**src/vaas_pkg.sv**
```systemverilog
`timescale 1ns / 1ps
// ----------------------------------------------------------------------------
// Valve anti-jam sequencer package
// Widths, register indexes, reset values, phase codes and the item structs
// shared by the sequencer, its remainder unit and its checker.
// ----------------------------------------------------------------------------
package vaas_pkg;

    localparam int TIME_W    = 32;   // width of the time stamp
    localparam int CUR_W     = 10;   // width of the averaged motor current
    localparam int CFG_T_W   = 16;   // width of the phase duration registers
    localparam int CFG_N_W   = 8;    // width of the done count register
    localparam int CHK_W     = 32;   // width of intervals and scheduled check times
    localparam int CYC_W     = CFG_T_W + 2;          // drive + 2 * pause + reverse
    localparam int CNT_W     = $clog2(TIME_W + 1);   // remainder step counter
    localparam int CFG_IDX_W = 3;
    localparam int CFG_DATA_W = 32;

    typedef logic [CFG_IDX_W-1:0] cfg_idx_t;

    localparam cfg_idx_t CFG_DRIVE_TIME      = 3'd0;
    localparam cfg_idx_t CFG_PAUSE_TIME      = 3'd1;
    localparam cfg_idx_t CFG_REVERSE_TIME    = 3'd2;
    localparam cfg_idx_t CFG_DONE_COUNT      = 3'd3;
    localparam cfg_idx_t CFG_VALVE_INTERVAL  = 3'd4;
    localparam cfg_idx_t CFG_BATTERY_INTERVAL = 3'd5;

    localparam logic [CFG_T_W-1:0] RST_DRIVE_TIME     = 16'd60;
    localparam logic [CFG_T_W-1:0] RST_PAUSE_TIME     = 16'd30;
    localparam logic [CFG_T_W-1:0] RST_REVERSE_TIME   = 16'd2;
    localparam logic [CFG_N_W-1:0] RST_DONE_COUNT     = 8'd3;
    localparam logic [CHK_W-1:0]   RST_VALVE_INTERVAL = 32'd604800;
    localparam logic [CHK_W-1:0]   RST_BATT_INTERVAL  = 32'd86400;

    typedef enum logic [2:0] {
        PH_PAUSE   = 3'b001,
        PH_DRIVE   = 3'b010,
        PH_REVERSE = 3'b100
    } phase_t;

    typedef struct packed {
        logic              mode;
        logic              target_open;
        logic [TIME_W-1:0] now;
        logic [CUR_W-1:0]  motor_current;
    } in_item_t;

    typedef struct packed {
        logic             power_relay;
        logic             reverse_relay;
        logic             running;
        logic             position_open;
        logic             move_done;
        logic             sense_enable;
        logic [CHK_W-1:0] next_valve_check;
        logic [CHK_W-1:0] next_battery_check;
    } out_item_t;

endpackage

```
**src/vaas_rem_serial.sv**
```systemverilog
`timescale 1ns / 1ps
// ----------------------------------------------------------------------------
// Serial remainder unit
// Restoring division, one dividend bit per cycle, that keeps only the
// remainder of the elapsed time over the cycle length.
// ----------------------------------------------------------------------------
module vaas_rem_serial (
    input  logic                       aclk,
    input  logic                       aresetn,
    input  logic                       start,
    input  logic [vaas_pkg::TIME_W-1:0] dividend,
    input  logic [vaas_pkg::CYC_W-1:0]  divisor,
    output logic                       done,
    output logic [vaas_pkg::CYC_W-1:0]  rem
);

    logic [vaas_pkg::TIME_W-1:0] dvd_reg;
    logic [vaas_pkg::CYC_W-1:0]  div_reg;
    logic [vaas_pkg::CYC_W-1:0]  rem_reg;
    logic [vaas_pkg::CYC_W-1:0]  rem_next;
    logic [vaas_pkg::CNT_W-1:0]  cnt_reg;
    logic                        done_reg;
    logic [vaas_pkg::CYC_W:0]    shifted;

    // Bring down the next dividend bit and subtract the divisor if it fits.
    always_comb begin
        shifted = {rem_reg, dvd_reg[vaas_pkg::TIME_W-1]};
        if (shifted >= {1'b0, div_reg}) begin
            shifted = shifted - {1'b0, div_reg};
        end
        rem_next = shifted[vaas_pkg::CYC_W-1:0];
    end

    always_ff @(posedge aclk) begin
        if (!aresetn) begin
            cnt_reg  <= '0;
            done_reg <= 1'b0;
        end else if (start) begin
            cnt_reg  <= vaas_pkg::CNT_W'(vaas_pkg::TIME_W);
            done_reg <= 1'b0;
        end else if (cnt_reg != '0) begin
            cnt_reg  <= cnt_reg - 1'b1;
            done_reg <= (cnt_reg == vaas_pkg::CNT_W'(1));
        end else begin
            done_reg <= 1'b0;
        end
    end

    always_ff @(posedge aclk) begin
        if (start) begin
            dvd_reg <= dividend;
            div_reg <= divisor;
            rem_reg <= '0;
        end else if (cnt_reg != '0) begin
            dvd_reg <= {dvd_reg[vaas_pkg::TIME_W-2:0], 1'b0};
            rem_reg <= rem_next;
        end
    end

    // A zero cycle length places the valve at the start of the cycle.
    assign rem  = (div_reg == '0) ? '0 : rem_reg;
    assign done = done_reg;

endmodule

```
**src/valve_actuator_antijam_sequencer.sv**
```systemverilog
`timescale 1ns / 1ps
// ----------------------------------------------------------------------------
// Valve actuator anti-jam sequencer
// A tick while the valve runs waits on the bit-serial remainder unit (one
//   step per time bit) before its result is built; set items and idle
//   ticks skip it. A new item is taken only once the last result has
//   gone to the output register, which waits while that register is full.
// Reset: synchronous, active low; config registers return to their defaults.
// ----------------------------------------------------------------------------
module valve_actuator_antijam_sequencer (
    input  logic                           aclk,
    input  logic                           aresetn,
    // configuration write port
    input  logic                           cfg_wr_en,
    input  vaas_pkg::cfg_idx_t             cfg_index,
    input  logic [vaas_pkg::CFG_DATA_W-1:0] cfg_wdata,
    // input items
    input  logic                           s_valid,
    output logic                           s_ready,
    input  vaas_pkg::in_item_t             s_data,
    // result items
    output logic                           m_valid,
    input  logic                           m_ready,
    output vaas_pkg::out_item_t            m_data
);

    // Sequencer control. IDLE takes an item; DIV waits on the remainder unit
    // for a tick that arrives while the valve runs; HOLD hands the updated
    // state to the output register as soon as that register is free.
    typedef enum logic [2:0] {
        ST_IDLE = 3'b001,
        ST_DIV  = 3'b010,
        ST_HOLD = 3'b100
    } seq_state_t;

    seq_state_t state_reg, state_next;

    // Configuration registers.
    logic [vaas_pkg::CFG_T_W-1:0] drive_time_reg, drive_time_next;
    logic [vaas_pkg::CFG_T_W-1:0] pause_time_reg, pause_time_next;
    logic [vaas_pkg::CFG_T_W-1:0] reverse_time_reg, reverse_time_next;
    logic [vaas_pkg::CFG_N_W-1:0] done_count_reg, done_count_next;
    logic [vaas_pkg::CHK_W-1:0]   valve_int_reg, valve_int_next;
    logic [vaas_pkg::CHK_W-1:0]   batt_int_reg, batt_int_next;

    // Valve state.
    logic                          running_reg, running_next;
    logic                          goal_open_reg, goal_open_next;
    logic                          at_open_reg, at_open_next;
    logic [vaas_pkg::TIME_W-1:0]   move_start_reg, move_start_next;
    vaas_pkg::phase_t              phase_reg, phase_next;
    logic [vaas_pkg::CFG_N_W-1:0]  done_left_reg, done_left_next;
    logic                          power_reg, power_next;
    logic                          reverse_reg, reverse_next;
    logic                          sense_reg, sense_next;
    logic [vaas_pkg::CHK_W-1:0]    valve_at_reg, valve_at_next;
    logic [vaas_pkg::CHK_W-1:0]    batt_at_reg, batt_at_next;
    logic                          done_flag_reg, done_flag_next;

    // The tick being worked on.
    logic [vaas_pkg::TIME_W-1:0]   now_reg, now_next;
    logic                          cur_zero_reg, cur_zero_next;

    // Output register.
    logic                          m_valid_reg, m_valid_next;
    vaas_pkg::out_item_t           m_data_reg, m_data_next;

    // Remainder unit hookup and phase boundaries inside one cycle.
    logic                          div_start;
    logic                          div_done;
    logic [vaas_pkg::CYC_W-1:0]    pos_in_cycle;
    logic [vaas_pkg::CYC_W-1:0]    bnd_d;
    logic [vaas_pkg::CYC_W-1:0]    bnd_dp;
    logic [vaas_pkg::CYC_W-1:0]    bnd_dpr;
    logic [vaas_pkg::CYC_W-1:0]    cycle_len;
    logic [vaas_pkg::TIME_W-1:0]   elapsed;
    logic                          s_take;
    logic                          lt_d, lt_dp, lt_dpr;
    logic [vaas_pkg::CFG_N_W-1:0]  left_after;

    assign s_ready = (state_reg == ST_IDLE);
    assign s_take  = s_valid && s_ready;

    // The cycle is drive, pause, reverse, pause. The boundaries are derived
    // from registers the user must change only while idle; the block does not check.
    assign bnd_d     = vaas_pkg::CYC_W'(drive_time_reg);
    assign bnd_dp    = bnd_d + vaas_pkg::CYC_W'(pause_time_reg);
    assign bnd_dpr   = bnd_dp + vaas_pkg::CYC_W'(reverse_time_reg);
    assign cycle_len = bnd_dpr + vaas_pkg::CYC_W'(pause_time_reg);

    // Elapsed time since the move began wraps with the time stamp.
    assign elapsed   = s_data.now - move_start_reg;

    assign lt_d   = pos_in_cycle < bnd_d;
    assign lt_dp  = pos_in_cycle < bnd_dp;
    assign lt_dpr = pos_in_cycle < bnd_dpr;

    vaas_rem_serial u_rem (
        .aclk     (aclk),
        .aresetn  (aresetn),
        .start    (div_start),
        .dividend (elapsed),
        .divisor  (cycle_len),
        .done     (div_done),
        .rem      (pos_in_cycle)
    );

    always_comb begin
        state_next        = state_reg;
        drive_time_next   = drive_time_reg;
        pause_time_next   = pause_time_reg;
        reverse_time_next = reverse_time_reg;
        done_count_next   = done_count_reg;
        valve_int_next    = valve_int_reg;
        batt_int_next     = batt_int_reg;
        running_next      = running_reg;
        goal_open_next    = goal_open_reg;
        at_open_next      = at_open_reg;
        move_start_next   = move_start_reg;
        phase_next        = phase_reg;
        done_left_next    = done_left_reg;
        power_next        = power_reg;
        reverse_next      = reverse_reg;
        sense_next        = sense_reg;
        valve_at_next     = valve_at_reg;
        batt_at_next      = batt_at_reg;
        done_flag_next    = done_flag_reg;
        now_next          = now_reg;
        cur_zero_next     = cur_zero_reg;
        m_valid_next      = m_valid_reg;
        m_data_next       = m_data_reg;
        div_start         = 1'b0;
        left_after        = done_left_reg;

        // Configuration writes; indexes beyond the list are dropped.
        if (cfg_wr_en) begin
            unique case (cfg_index)
                vaas_pkg::CFG_DRIVE_TIME:
                    drive_time_next = cfg_wdata[vaas_pkg::CFG_T_W-1:0];
                vaas_pkg::CFG_PAUSE_TIME:
                    pause_time_next = cfg_wdata[vaas_pkg::CFG_T_W-1:0];
                vaas_pkg::CFG_REVERSE_TIME:
                    reverse_time_next = cfg_wdata[vaas_pkg::CFG_T_W-1:0];
                vaas_pkg::CFG_DONE_COUNT:
                    done_count_next = cfg_wdata[vaas_pkg::CFG_N_W-1:0];
                vaas_pkg::CFG_VALVE_INTERVAL:
                    valve_int_next = cfg_wdata[vaas_pkg::CHK_W-1:0];
                vaas_pkg::CFG_BATTERY_INTERVAL:
                    batt_int_next = cfg_wdata[vaas_pkg::CHK_W-1:0];
                default: begin
                end
            endcase
        end

        // The consumer frees the output register.
        if (m_valid_reg && m_ready) begin
            m_valid_next = 1'b0;
        end

        unique case (state_reg)
            ST_IDLE: begin
                if (s_take) begin
                    done_flag_next = 1'b0;
                    if (s_data.mode) begin
                        // A set item only starts a move when the valve is idle.
                        if (!running_reg) begin
                            goal_open_next  = s_data.target_open;
                            running_next    = 1'b1;
                            move_start_next = s_data.now;
                        end
                        state_next = ST_HOLD;
                    end else if (!running_reg) begin
                        // An idle tick retries a move that has not reached its goal.
                        if (goal_open_reg != at_open_reg) begin
                            running_next    = 1'b1;
                            move_start_next = s_data.now;
                        end
                        state_next = ST_HOLD;
                    end else begin
                        // A running tick needs the position inside the cycle first.
                        now_next      = s_data.now;
                        cur_zero_next = (s_data.motor_current == '0);
                        div_start     = 1'b1;
                        state_next    = ST_DIV;
                    end
                end
            end

            ST_DIV: begin
                if (div_done) begin
                    sense_next = 1'b1;
                    // Switch the relays only when the phase changes.
                    priority if (lt_d && phase_reg != vaas_pkg::PH_DRIVE) begin
                        phase_next     = vaas_pkg::PH_DRIVE;
                        done_left_next = done_count_reg;
                        power_next     = 1'b1;
                        reverse_next   = goal_open_reg;
                    end else if (!lt_d && lt_dp && phase_reg != vaas_pkg::PH_PAUSE) begin
                        phase_next   = vaas_pkg::PH_PAUSE;
                        power_next   = 1'b0;
                        reverse_next = 1'b0;
                    end else if (!lt_dp && lt_dpr && phase_reg != vaas_pkg::PH_REVERSE) begin
                        phase_next   = vaas_pkg::PH_REVERSE;
                        power_next   = 1'b1;
                        reverse_next = !goal_open_reg;
                    end else if (!lt_dpr && phase_reg != vaas_pkg::PH_PAUSE) begin
                        phase_next   = vaas_pkg::PH_PAUSE;
                        power_next   = 1'b0;
                        reverse_next = 1'b0;
                    end else begin
                    end

                    // A stalled motor during drive counts toward the end of the move.
                    // The counter wraps from zero and is tested in every phase.
                    left_after = done_left_next;
                    if (cur_zero_reg && phase_next == vaas_pkg::PH_DRIVE) begin
                        left_after = done_left_next - 1'b1;
                    end
                    done_left_next = left_after;

                    if (left_after == '0) begin
                        at_open_next   = goal_open_reg;
                        running_next   = 1'b0;
                        power_next     = 1'b0;
                        reverse_next   = 1'b0;
                        sense_next     = 1'b0;
                        valve_at_next  = vaas_pkg::CHK_W'(now_reg) + valve_int_reg;
                        batt_at_next   = vaas_pkg::CHK_W'(now_reg) + batt_int_reg;
                        phase_next     = vaas_pkg::PH_PAUSE;
                        done_flag_next = 1'b1;
                    end
                    state_next = ST_HOLD;
                end
            end

            ST_HOLD: begin
                // The result is a snapshot of the state after the update.
                if (!m_valid_reg || m_ready) begin
                    m_valid_next                   = 1'b1;
                    m_data_next.power_relay        = power_reg;
                    m_data_next.reverse_relay      = reverse_reg;
                    m_data_next.running            = running_reg;
                    m_data_next.position_open      = at_open_reg;
                    m_data_next.move_done          = done_flag_reg;
                    m_data_next.sense_enable       = sense_reg;
                    m_data_next.next_valve_check   = valve_at_reg;
                    m_data_next.next_battery_check = batt_at_reg;
                    state_next                     = ST_IDLE;
                end
            end

            default: begin
                state_next = ST_IDLE;
            end
        endcase
    end

    always_ff @(posedge aclk) begin
        if (!aresetn) begin
            state_reg        <= ST_IDLE;
            drive_time_reg   <= vaas_pkg::RST_DRIVE_TIME;
            pause_time_reg   <= vaas_pkg::RST_PAUSE_TIME;
            reverse_time_reg <= vaas_pkg::RST_REVERSE_TIME;
            done_count_reg   <= vaas_pkg::RST_DONE_COUNT;
            valve_int_reg    <= vaas_pkg::RST_VALVE_INTERVAL;
            batt_int_reg     <= vaas_pkg::RST_BATT_INTERVAL;
            running_reg      <= 1'b0;
            goal_open_reg    <= 1'b1;
            at_open_reg      <= 1'b1;
            move_start_reg   <= '0;
            phase_reg        <= vaas_pkg::PH_PAUSE;
            done_left_reg    <= vaas_pkg::RST_DONE_COUNT;
            power_reg        <= 1'b0;
            reverse_reg      <= 1'b0;
            sense_reg        <= 1'b0;
            valve_at_reg     <= '0;
            batt_at_reg      <= '0;
            done_flag_reg    <= 1'b0;
            m_valid_reg      <= 1'b0;
        end else begin
            state_reg        <= state_next;
            drive_time_reg   <= drive_time_next;
            pause_time_reg   <= pause_time_next;
            reverse_time_reg <= reverse_time_next;
            done_count_reg   <= done_count_next;
            valve_int_reg    <= valve_int_next;
            batt_int_reg     <= batt_int_next;
            running_reg      <= running_next;
            goal_open_reg    <= goal_open_next;
            at_open_reg      <= at_open_next;
            move_start_reg   <= move_start_next;
            phase_reg        <= phase_next;
            done_left_reg    <= done_left_next;
            power_reg        <= power_next;
            reverse_reg      <= reverse_next;
            sense_reg        <= sense_next;
            valve_at_reg     <= valve_at_next;
            batt_at_reg      <= batt_at_next;
            done_flag_reg    <= done_flag_next;
            m_valid_reg      <= m_valid_next;
        end
    end

    // Payload registers carry no reset.
    always_ff @(posedge aclk) begin
        now_reg      <= now_next;
        cur_zero_reg <= cur_zero_next;
        m_data_reg   <= m_data_next;
    end

    assign m_valid = m_valid_reg;
    assign m_data  = m_data_reg;

endmodule

```
**config.mk**
```make
export PLATFORM = sky130hd
export DESIGN_NAME = valve_actuator_antijam_sequencer
export DESIGN_NICKNAME = d
export VERILOG_FILES = /design/src/vaas_pkg.sv /design/src/vaas_rem_serial.sv /design/src/valve_actuator_antijam_sequencer.sv
export SDC_FILE = /design/constraint.sdc
export NUM_CORES = 1
export LEC_CHECK = 0
export BUFFER_PORTS_ARGS = -buffer_cell sky130_fd_sc_hd__buf_2
export CAP_MARGIN = 10
export CORE_MARGIN = 2
export CORE_UTILIZATION = 45
export DETAILED_ROUTE_END_ITERATION = 16
export PLACE_DENSITY = 0.7
export SYNTH_ARGS = -nofsm -noshare
export SYNTH_HDL_FRONTEND = slang
export SYNTH_SLANG_ARGS = --single-unit
```
**constraint.sdc**
```tcl
create_clock -name aclk -period 7.9 [get_ports aclk]
set_input_delay 1.58 -clock aclk [delete_from_list [all_inputs] [get_ports aclk]]
set_output_delay 1.58 -clock aclk [all_outputs]
set_load 0.01 [all_outputs]
```
After elaboration in Yosys (flattened, before gate mapping)
Cells that the tools add are included.
Widths: inputs -> output; s select.
{"block": "totals", "input_bits": 84, "wordCells": 169, "reg_bits": 416, "out_inout_bits": 72}
{"block": "op_classes", "n_addsub": 9, "muxes": 57, "bitwise_logic": 4, "eq_ne": 18, "n_reduce_logical": 41, "n_lt_le_gt_ge": 4}
{"operator": "$mux 32", "count": 6}
{"operator": "$add 32x32->32", "count": 2}
{"operator": "$mux 8", "count": 6}
{"operator": "$mux 18", "count": 2}
{"operator": "$mux 3", "count": 12}
{"operator": "$sub 32x32->32", "count": 1}
{"operator": "$mux 1", "count": 26}
{"operator": "$ge 19x18->1", "count": 1}
{"operator": "$add 17x16->18", "count": 1}
{"operator": "$add 18x16->18", "count": 1}
{"operator": "$logic_not 18->1", "count": 1}
{"operator": "$lt 18x16->1", "count": 1}
{"operator": "$lt 18x17->1", "count": 1}
{"operator": "$lt 18x18->1", "count": 1}
{"operator": "$sub 18x18->18", "count": 1}
{"operator": "$add 16x16->17", "count": 1}
{"operator": "$reduce_and 2->1", "count": 8}
{"operator": "$reduce_and 4->1", "count": 4}
{"operator": "$eq 3x2->1 const B", "count": 4}
{"operator": "$mux 6", "count": 2}
{"operator": "$logic_not 10->1", "count": 1}
{"operator": "$eq 3x3->1 const B", "count": 3}
{"operator": "$logic_and 1x1->1", "count": 9}
{"operator": "$pmux 3 s3", "count": 1}
{"operator": "other kinds (22)", "count": 37}

Longest topological paths before layout
Gate-level depths: netlist of the first run.
{"block": "logic_depth", "depth_word": 20, "ltp_mapped": 32, "depth_no_buf": 29}

Modules after synthesis
From an unflattened synthesis of the first run, not the netlist that was laid out.
{"block": "hier_totals", "hier_cells": 2604, "hier_area_um2": 23575.1}
{"module": "valve_actuator_antijam_sequencer", "instances": 1, "cells_each": 2224, "area_each_um2": 19447.4, "seq_area_each_um2": 7857.5}
{"module": "vaas_rem_serial", "instances": 1, "cells_each": 380, "area_each_um2": 4127.7, "seq_area_each_um2": 2001.9}

Worst setup path before layout of the first run
No wires, ideal clock.
{"block": "synth_path", "path_type": "register to register", "startpoint": "register drive_time_reg[0] (netlist name)", "endpoint": "register valve_at_reg[22] (netlist name)", "t_arrival_ps": 5888, "path_stages_with_launch": 30, "setup_slack_ps": 1880, "path_cell_list": "dfxtp_1 ha_1 inv_1 fa_1 nor2b_1 o21ai_0 a21boi_0 o211ai_1 a21oi_1 a2111oi_0 xnor2_1 ha_1 or3_1 o31ai_1 o21ai_0 a31oi_1 xor2_1 ha_1 a21o_1 a21oi_1 a21oi_1 a2111oi_4 mux2_4 and4_1 buf_4 and2_1 buf_6 buf_6 nand2_1 a21oi_1"}
{"block": "synth_between", "elab_chain_cells": 18, "elab_cells_between_ends": 31}
{"element": "start: declaration", "line_no": "valve_actuator_antijam_sequencer.sv:39", "text": "logic [vaas_pkg::CFG_T_W-1:0] drive_time_reg, drive_time_next;"}
{"element": "start signal: assignment", "line_no": "valve_actuator_antijam_sequencer.sv:261", "text": "drive_time_reg <= vaas_pkg::RST_DRIVE_TIME;"}
{"element": "start signal: assignment", "line_no": "valve_actuator_antijam_sequencer.sv:282", "text": "drive_time_reg <= drive_time_next;"}
{"element": "$add 16x16->17", "line_no": "valve_actuator_antijam_sequencer.sv:87", "text": "assign bnd_dp = bnd_d + vaas_pkg::CYC_W'(pause_time_reg);"}
{"element": "$add 17x16->18", "line_no": "valve_actuator_antijam_sequencer.sv:88", "text": "assign bnd_dpr = bnd_dp + vaas_pkg::CYC_W'(reverse_time_reg);"}
{"element": "$lt 18x18->1", "line_no": "valve_actuator_antijam_sequencer.sv:96", "text": "assign lt_dpr = pos_in_cycle < bnd_dpr;"}
{"element": "$logic_not 1->1", "line_no": "valve_actuator_antijam_sequencer.sv:206", "text": "end else if (!lt_dpr && phase_reg != vaas_pkg::PH_PAUSE) begin"}
{"element": "$logic_and 1x1->1", "line_no": "valve_actuator_antijam_sequencer.sv:206"}
{"element": "$mux 3", "line_no": "valve_actuator_antijam_sequencer.sv:206"}
{"element": "$mux 3", "line_no": "valve_actuator_antijam_sequencer.sv:202", "text": "end else if (!lt_dp && lt_dpr && phase_reg != vaas_pkg::PH_REVERSE) begin"}
{"element": "$mux 3", "line_no": "valve_actuator_antijam_sequencer.sv:198", "text": "end else if (!lt_d && lt_dp && phase_reg != vaas_pkg::PH_PAUSE) begin"}
{"element": "[... 2 more ...]"}
{"element": "$mux 3", "line_no": "valve_actuator_antijam_sequencer.sv:160", "text": "unique case (state_reg)"}
{"element": "$eq 3x2->1", "line_no": "valve_actuator_antijam_sequencer.sv:216", "text": "if (cur_zero_reg && phase_next == vaas_pkg::PH_DRIVE) begin"}
{"element": "$logic_and 1x1->1", "line_no": "valve_actuator_antijam_sequencer.sv:216"}
{"element": "$mux 8 (*)", "line_no": "valve_actuator_antijam_sequencer.sv:216"}
{"element": "$mux 8 (*)", "line_no": "valve_actuator_antijam_sequencer.sv:190", "text": "if (div_done) begin"}
{"element": "$mux 8 (*)", "line_no": "valve_actuator_antijam_sequencer.sv:160"}
{"element": "$logic_not 8->1 (*)", "line_no": "valve_actuator_antijam_sequencer.sv:221", "text": "if (left_after == '0) begin"}
{"element": "$reduce_and 3->1 (no source line) (*)"}
{"element": "end signal: assignment", "line_no": "valve_actuator_antijam_sequencer.sv:297", "text": "valve_at_reg <= valve_at_next;"}
{"element": "end: declaration", "line_no": "valve_actuator_antijam_sequencer.sv:56", "text": "logic [vaas_pkg::CHK_W-1:0] valve_at_reg, valve_at_next;"}
Mark *: on every way between the ends. The rest lies on a longest branch, timed or not. The select of a mux whose other input is x is not followed.
A chain may end at the register's enable or synchronous reset.

Worst setup path after layout of the first run
{"block": "layout_path", "startpoint": "register drive_time_reg[0] (netlist name)", "endpoint": "register valve_at_reg[1] (netlist name)"}
Same word-level chain as after synthesis.

==> metrics.txt, run 1 <==
ANT nets after route 0; wire per inst 18.62 um; largest net degree at the start of global routing 121; Initial DRC Count 1583; first-pass GRT wire length 104.0 mm; worst hold slack 0.4283 ns; synth warn 0; FF-to-FF End valve_at_reg[1]$_SDFFE_PN0P_; Skew-Pair Late Insertion Delay 0.60 ns; Cells after Synth 2695; CP required 8.39 ns; Slew headroom 20.26%; end of the worst hold path m_data[31]$_DFFE_PP_; Unique masters post-synth 82; Post-synth EDFFs 153; worst slew pin tran 1.166 ns; Finished Layout Cells 3536; slowest CP cell a2111oi_4; worst reg2reg setup slack 0.58 ns; DP Area 25000 sq um; Nets 3126; worst stage delay on the critical path 0.56 ns; Largest register FFs 70; Worst Hold Depth 0; Tcrit/Tclk final 92.67%; Final setup viols 0; Setup WS pre-CTS 0.3703 ns; CP max FO 16; DP HPWL 48.86 mm; asr flop ratio synth 0%; Die Wd 232.9 um; Worst EP arrival 7.81 ns; vias in the first global route 19130; TNS Setup 0 ns; CTS root buf clkbuf_16; CP Buf/Inv Count 2; WS Path Type flop to flop; Core Rows 83; starting density of the core 45.76%; I/O pins 156; Final WS setup 0.5787 ns; syn avg cell area 8.746 sq um; total grt overflow 0; drt pass-1 iters 7; GRT Resource Usage Total 24.31%; CP startpoint kind flop; Core Box Area 51510 sq um; f_max 136.6 MHz; TritonCTS Buffers 45; pwr dens 252.8 nW/um^2; initial antenna violation count 4; vias per cell 5.602; antenna diode count 0; mapped cell area 23570 sq um; clock-pin slew on the worst setup and hold paths 0.06 ns; full die area 54230 sq um; DRC viols 0; Worst Hold Class flop to flop; Post-CTS Hold Buffers 0; most frequent cells in the layout nand2_1 (538), a21oi_1 (317), dfxtp_1 (263); I/O Buffers 155; Final Max Tran Viols 0; H-tree levels 2; Worst R2R Path Depth 27; min Tclk post-route 7.321 ns; post-route clock skew 0.02262 ns; Fin. Hold Viols 0; CP top delay family compound AO/OA/AOI/OAI gates; gp weighted congestion 0.9367; sequential area share after synthesis 41.83%; total number of vias 19810; placed cells 3454; WL final 65.85 mm; Max Cap Viol 0; Synthesized Nets 2999; status complete, no violations; Clock Sink Count 416; critical path capture point type flop; Die Span Y 232.9 um; most common cell after layout, fill and taps aside nand2_1; final core occ 51.75%; RSZ-0062 raised after global routing no; Top FF cell, synth dfxtp_1; area delta synth->final 13.10%; Max VDD drop 0.1473 mV; Leak 10.90 nW; R2R Path Start drive_time_reg[0]$_SDFFE_PN0P_; clk buf depth 3; share of cells above drive strength 1 10.19%; FF+latch count, synth 416; fin area 26660 sq um; min-delay src batt_at_reg[31]$_SDFFE_PN0P_; CTS tree done; Pwr Total 6.739 mW
-- per-layer routing --
metal	share of wire, %	track usage [%]
met2	48	42.01
met5	0.056	0
met3	5.6	3.493
met1	42	30.39
met4	4.0	9.873
-- Yosys cell counts, types with 29 or more instances --
| cell | count | share of area, % |
|---|---|---|
| o21a_1 | 29 | 0.92 |
| and2_1 | 29 | 0.77 |
| a21o_1 | 50 | 1.6 |
| nor3_1 | 36 | 0.76 |
| ha_1 | 213 | 11 |
| dfxtp_1 | 263 | 22 |
| nor2_1 | 135 | 2.1 |
| o21ai_0 | 123 | 2.6 |
| clkbuf_1 | 81 | 1.3 |
| inv_1 | 146 | 2.3 |
| xor2_1 | 38 | 1.4 |
| nand2_1 | 538 | 8.6 |
| edfxtp_1 | 153 | 19 |
| a21oi_1 | 318 | 6.8 |
| nand3_1 | 64 | 1.4 |
| xnor2_1 | 101 | 3.8 |
| nor2b_1 | 35 | 0.93 |
-- what timing repair did --
item	CTS	global route
resized for setup	0	2
endpoints found under the setup margin	0	18
setup buffers	0	0
-- area by class of cell --
type                    instances  area [sq um]
clock buffers                  52          1174
repair buffers                174         928.4
well taps                     680         850.8
clock inverters                29         473.0
flip-flops and latches        416          9859
inverters                     147         556.8
fillers                      4805         24850
multi-input cells            2038         12820
-- worst max-delay path by stage --
stage                                    from                            end  slack [ns]  depth (start not counted)
6_report       drive_time_reg[0]$_SDFFE_PN0P_   valve_at_reg[1]$_SDFFE_PN0P_        0.58                         27
3_5_place_dp   drive_time_reg[0]$_SDFFE_PN0P_   valve_at_reg[1]$_SDFFE_PN0P_        0.37                         27
2_1_floorplan  drive_time_reg[0]$_SDFFE_PN0P_  valve_at_reg[22]$_SDFFE_PN0P_        1.88                         29
3_3_place_gp   drive_time_reg[0]$_SDFFE_PN0P_   valve_at_reg[1]$_SDFFE_PN0P_        0.59                         27
5_1_grt        drive_time_reg[0]$_SDFFE_PN0P_    batt_at_reg[1]$_SDFFE_PN0P_       0.007                         27
4_1_cts        drive_time_reg[0]$_SDFFE_PN0P_   valve_at_reg[1]$_SDFFE_PN0P_        0.33                         27
-- cells by family after synthesis --
kind of cell             after synthesis  synth area share [%]
flip-flops                           416                 41.83
buffers and inverters                241                 3.949
XOR/XNOR                             139                 5.165
AO/OA/AOI/OAI                        694                 18.02
multiplexers                          22                0.9660
adder cells (fa/ha/maj)              220                 11.90
AND/OR/NAND/NOR                      963                 18.18
-- power breakdown --
part / switching (mW) / internal (mW)
clock network: 0.935 / 1.41
registers: 0.131 / 2.47
logic: 1.08 / 0.715
-- worst reg2reg max path, cell delays in order, from the launching register on --
cell and delay [ns]:
dfxtp_1 0.34, ha_1 0.23, inv_1 0.07, fa_1 0.20
nor2b_1 0.05, o21ai_0 0.21, a21boi_0 0.20, o211ai_1 0.25
a21oi_1 0.12, a2111oi_0 0.52, xnor2_1 0.20, ha_1 0.25
or3_1 0.37, o31ai_1 0.34, o21ai_0 0.25, a31oi_1 0.35
xor2_1 0.26, ha_1 0.29, a21o_1 0.17, a21oi_1 0.26
a21oi_1 0.24, a2111oi_4 0.56, mux2_4 0.25, and4_1 0.36
and2_4 0.34, buf_4 0.27, nor2_1 0.07, a211oi_1 0.21
No activity file was read; power rests on OpenSTA's default activity.
==> run 2: changes to the inputs <==
- clock period: 7.9 -> 8.7 ns (I/O delays scaled with it)
==> run 2 against run 1 <==
Via count down 0.50%. Highest routed layer unchanged. Critical endpoint unchanged. Non-clock buffer count unchanged. Register-to-register slack better by 0.49 ns. Largest cell class unchanged.
==> metrics.txt, run 2 (same netlist as run 1, synthesis figures left out) <==
status complete, no violations; Comb power frac 27.5% (+0.9 points); total grt overflow 0 (unchanged); R2R Path Start drive_time_reg[0]$_SDFFE_PN0P_; DP HPWL 48.85 mm (about the same); Core Rows 83 (unchanged); starting density of the core 45.76% (unchanged); DRC viols 0 (unchanged); CP required 9.20 ns (+0.81 ns); worst stage delay on the critical path 0.60 ns (+0.04 ns); share of cells above drive strength 1 10.04% (-0.15 points); f_max 131.1 MHz (-4.0%); H-tree levels 2 (unchanged); GRT Resource Usage Total 23.88% (-0.43 points); clock-pin slew on the worst setup and hold paths 0.06 ns (about the same); first-pass GRT wire length 102.0 mm (-1.9%); gp weighted congestion 0.9408 (+0.44%); end of the worst hold path m_data[4]$_DFFE_PP_; Max VDD drop 0.1599 mV (+8.6%); I/O pins 156 (unchanged); initial antenna violation count 6 (+2); Core Box Area 51510 sq um (unchanged); critical path capture point type flop; CP startpoint kind flop; post-route clock skew 0.02097 ns (-0.001655 ns); Slew headroom 26.80% (+6.5 points); FF-to-FF End valve_at_reg[1]$_SDFFE_PN0P_; min-delay src batt_at_reg[4]$_SDFFE_PN0P_; pwr dens 221.3 nW/um^2 (-12%); CP max FO 16 (unchanged); Tcrit/Tclk final 87.70% (-5.0 points); Post-CTS Hold Buffers 0 (unchanged); internal power 3.948 mW (-14%); RSZ-0062 raised after global routing no; Initial DRC Count 1331 (-16%); post-cts repair resize count 0 (unchanged); sequential power share 40.3% (+1.7 points); Final setup viols 0 (unchanged); most common cell after layout, fill and taps aside nand2_1; Nets 3127 (+0.032%); clock power share 32.2% (-2.6 points); Fin. Hold Viols 0 (unchanged); Die Span Y 232.9 um (unchanged); Largest register FFs 70 (unchanged); I/O Buffers 155 (unchanged); DP Area 24980 sq um (about the same); Worst Setup SP drive_time_reg[0]$_SDFFE_PN0P_; WL final 65.26 mm (-0.90%); CTS tree done; Final Max Tran Viols 0 (unchanged); TritonCTS Buffers 46 (+2.2%); Setup WS pre-CTS 1.240 ns (+0.8699 ns); worst slew pin tran 1.095 ns (-0.07066 ns); min Tclk post-route 7.630 ns (+0.3084 ns); Worst Hold Depth 0 (unchanged); Pwr Total 5.856 mW (-13%); Final WS setup 1.070 ns (+0.4916 ns); Skew-Pair Late Insertion Delay 0.59 ns (about the same); drt pass-1 iters 5 (-2); postcts setup bufs 0 (unchanged); Max Cap Viol 0 (unchanged); vias in the first global route 19130 (+0.026%); wire per inst 18.43 um (-1.0%); fin area 26460 sq um (-0.73%); most frequent cells in the layout nand2_1 (538), a21oi_1 (317), dfxtp_1 (263); TNS Setup 0 ns (unchanged); Worst Hold Class flop to flop; Die Wd 232.9 um (unchanged); ANT nets after route 0 (unchanged); Worst R2R Path Depth 28 (+3.7%); largest net degree at the start of global routing 112 (-7.4%); worst reg2reg setup slack 1.07 ns (+0.49 ns); sw power 1.908 mW (-11%); full die area 54230 sq um (unchanged); WS Path Type flop to flop; area delta synth->final 12.27%; vias per cell 5.566 (-0.64%); total number of vias 19710 (-0.50%); switching portion of total power 32.58% (+0.81 points); Worst EP arrival 8.13 ns (+0.32 ns); CTS root buf clkbuf_16; Clock Sink Count 416 (unchanged); Leak 10.82 nW (-0.71%); slowest CP cell and2_1; clk buf depth 3 (unchanged)
## run 2: cell type report
cell class,count,area [sq um]
Antenna cell,2,5.005
Clock buffer,61,1247
Clock inverter,23,202.7
Fill cell,4809,25050
Inverter,147,556.8
Multi-Input combinational cell,2038,12810
Sequential cell,416,9859
Tap cell,680,850.8
Timing Repair Buffer,174,927.1
## run 2: metal layers
metal / part of all wire [%] / vias up / track usage, %
met2: 47 / 525 / 40.39
met4: 4.8 / 6 / 11.31
met3: 5.2 / 166 / 3.775
li1: - / 9739 / -
met5: 0.052 / - / 0
met1: 43 / 9274 / 29.74
## run 2: power by group through the flow
stage,clock network [mW],registers (mW),logic (mW)
after floorplan,0,2.36,1.21
after global placement,0,2.39,1.54
after detailed placement,0,2.40,1.59
after CTS,1.92,2.36,1.60
after global routing,2.00,2.38,1.83
final,1.89,2.36,1.61
## run 2: worst max path at each step
stage                     cells past startpoint                       endpoint
after floorplan                              29  valve_at_reg[22]$_SDFFE_PN0P_
after global placement                       28    batt_at_reg[1]$_SDFFE_PN0P_
after detailed placement                     28   valve_at_reg[1]$_SDFFE_PN0P_
after CTS                                    28   valve_at_reg[1]$_SDFFE_PN0P_
after global routing                         28    batt_at_reg[1]$_SDFFE_PN0P_
final                                        28   valve_at_reg[1]$_SDFFE_PN0P_
## run 2: through the flow
step           util (%)  std cells  hold WS, ns
5_1_grt           51.37       3541       0.4341
6_report          51.37       3541       0.4274
3_5_place_dp      48.50       3453       0.4146
2_1_floorplan         -       2695       0.4019
4_1_cts           51.32       3537       0.4294
3_3_place_gp      48.50       3453       0.4124
## run 2: worst max-delay path, delay by kind of cell, from the launching register on
| family | cells | cell delay, ns |
|---|---|---|
| AO/OA/AOI/OAI | 13 | 3.49 |
| multiplexers | 1 | 0.18 |
| AND/OR/NAND/NOR | 5 | 1.44 |
| XOR/XNOR | 2 | 0.44 |
| adder cells (fa/ha/maj) | 4 | 0.96 |
| flip-flops | 1 | 0.34 |
| buffers and inverters | 3 | 0.67 |
==> run 3: changes to the inputs <==
- CELL_PAD_IN_SITES_DETAIL_PLACEMENT: unset -> 2
- CELL_PAD_IN_SITES_GLOBAL_PLACEMENT: unset -> 2
- CORE_UTILIZATION: 45 -> 41
- PLACE_DENSITY: 0.7 -> 0.94
==> run 3 against run 2 <==
Sequential power about the same. Register-to-register slack worse by 0.62 ns. Worst setup slack worse by 0.62 ns. Critical path type unchanged.
==> metrics.txt, run 3 (same netlist as run 1, synthesis figures left out) <==
status complete, no violations; Final Max Tran Viols 0 (unchanged); Final setup viols 0 (unchanged); full die area 59430 sq um (+9.6%); H-tree levels 2 (unchanged); Max VDD drop 0.1614 mV (+0.92%); Setup crit end batt_at_reg[29]$_SDFFE_PN0P_; most frequent cells in the layout nand2_1 (538), a21oi_1 (317), dfxtp_1 (263); Die Wd 243.8 um (+4.7%); Fin. Hold Viols 0 (unchanged); CTS root buf clkbuf_16; Tcrit/Tclk final 94.82% (+7.1 points); Worst Hold Class flop to flop; vias per cell 6.280 (+13%); DP HPWL 70.35 mm (+44%); Core Box Area 56600 sq um (+9.9%); Core Rows 87 (+4.8%); Worst Setup SP drive_time_reg[0]$_SDFFE_PN0P_; first-pass GRT wire length 164.7 mm (+62%); Worst Hold Depth 0 (unchanged); Skew-Pair Late Insertion Delay 0.65 ns (+0.06 ns); slowest CP cell o41ai_1; Clock Sink Count 416 (unchanged); CP required 9.23 ns (+0.03 ns); min Tclk post-route 8.250 ns (+0.6201 ns); R2R Path Start drive_time_reg[0]$_SDFFE_PN0P_; CTS tree done; Final WS setup 0.4503 ns (-0.6201 ns); Worst EP arrival 8.78 ns (+0.65 ns); postcts setup bufs 0 (unchanged); largest net degree at the start of global routing 121 (+8.0%); ANT nets after route 0 (unchanged); critical path capture point type flop; DRC viols 0 (unchanged); Slew headroom 22.24% (-4.6 points); RSZ-0062 raised after global routing no; Max Cap Viol 0 (unchanged); filler instances 6122 (+27%); worst slew pin tran 1.137 ns (+0.04176 ns); pwr dens 242.0 nW/um^2 (+9.4%); WL final 109.7 mm (+68%); Worst R2R Path Depth 29 (+3.6%); TritonCTS Buffers 48 (+4.3%); CP max FO 14 (-2); gp weighted congestion 0.8948 (-4.9%); Setup WS pre-CTS 0.8105 ns (-0.4297 ns); most common cell after layout, fill and taps aside nand2_1; worst stage delay on the critical path 0.98 ns (+0.38 ns); I/O Buffers 155 (unchanged); initial antenna violation count 3 (-3); FF-to-FF End batt_at_reg[29]$_SDFFE_PN0P_; post-route clock skew 0.03006 ns (+0.009091 ns); share of cells above drive strength 1 10.02% (-0.018 points); total number of vias 22750 (+15%); Die Span Y 243.8 um (+4.7%); CP startpoint kind flop; clk buf depth 3 (unchanged); Leak 10.88 nW (+0.55%); wire per inst 30.29 um (+64%); drt pass-1 iters 5 (unchanged); total grt overflow 0 (unchanged); TNS Setup 0 ns (unchanged); WS Path Type flop to flop; GRT Resource Usage Total 36.17% (+12 points); Nets 3129 (+0.064%); starting density of the core 41.64% (-4.1 points); worst reg2reg setup slack 0.45 ns (-0.62 ns); Initial DRC Count 1627 (+22%); Post-CTS Hold Buffers 0 (unchanged); Largest register FFs 70 (unchanged); clock-pin slew on the worst setup and hold paths 0.07 ns (about the same); post-cts repair resize count 0 (unchanged); f_max 121.2 MHz (-7.5%); I/O pins 156 (unchanged); area delta synth->final 13.20%; vias in the first global route 26070 (+36%)
-- run 3: changes by cell type in the layout (fill, tap and decap cells not counted), moves of 2 or more --
cell / before / now
clkinv_1: 2 / 7
clkinv_4: 3 / 1
clkbuf_1: 11 / 15
bufinv_16: 1 / 3
and3_1: 19 / 17
clkinvlp_4: 6 / 0
and3_2: 0 / 2
clkbuf_16: 46 / 50
-- run 3: final cells by class --
type | count | area (sq um) | area share, %
repair buffers | 174 | 938.4 | 3.517
flip-flops and latches | 416 | 9859 | 36.95
inverters | 147 | 556.8 | 2.087
clock inverters | 21 | 210.2 | 0.7878
diodes | 2 | 5.005 | 0.01876
clock buffers | 68 | 1349 | 5.055
well taps | 756 | 945.9 | 3.545
multi-input cells | 2038 | 12820 | 48.04
-- run 3: power by group --
| part | leakage [nW] | internal (mW) | switching, mW |
|---|---|---|---|
| Clock | 0.767 | 1.18 | 0.976 |
| Combinational | 6.44 | 0.689 | 1.23 |
| Sequential | 3.68 | 2.25 | 0.143 |
-- run 3: metrics by stage --
stage | hold slack, ns | instance area [sq um] | power [mW] | utilization (%) | cells
after floorplan | 0.4019 | 23570 | 3.565 | - | 2695
after global placement | 0.4177 | 25090 | 3.941 | 44.33 | 3530
after detailed placement | 0.4222 | 25090 | 4.173 | 44.33 | 3530
after CTS | 0.4358 | 26650 | 6.395 | 47.08 | 3619
after global routing | 0.4428 | 26680 | 6.706 | 47.14 | 3622
final | 0.4386 | 26680 | 6.458 | 47.14 | 3622
-- run 3: metal layers --
layer / GRT usage, % / vias to the layer above / share of wire, %
li1: - / 9748 / -
met1: 38.10 / 11490 / 36
met2: 64.45 / 1026 / 50
met3: 5.541 / 478 / 5.2
met4: 28.34 / 0 / 8.7
met5: 0 / - / 0
-- run 3: worst min path at each step --
stage | startpoint | endpoint | slack [ns]
after floorplan | done_flag_reg$_SDFFE_PN0P_ | m_data[65]$_DFFE_PP_ | 0.40
after global placement | sense_reg$_SDFFE_PN0P_ | m_data[64]$_DFFE_PP_ | 0.42
after detailed placement | valve_at_reg[15]$_SDFFE_PN0P_ | m_data[47]$_DFFE_PP_ | 0.42
after CTS | valve_at_reg[2]$_SDFFE_PN0P_ | m_data[34]$_DFFE_PP_ | 0.44
after global routing | valve_at_reg[15]$_SDFFE_PN0P_ | m_data[47]$_DFFE_PP_ | 0.44
final | power_reg$_SDFFE_PN0P_ | m_data[69]$_DFFE_PP_ | 0.44
-- run 3: critical path: cells and delay by family, from the launching register on --
family | cells | cell delay, ns
AOI/OAI and AO/OA | 12 | 3.78
xor gates and xnor gates | 2 | 0.33
adders and majority gates | 4 | 1.24
buffers and inverters | 4 | 0.78
DFF | 1 | 0.43
muxes | 1 | 0.19
and+or+nand+nor | 6 | 1.37
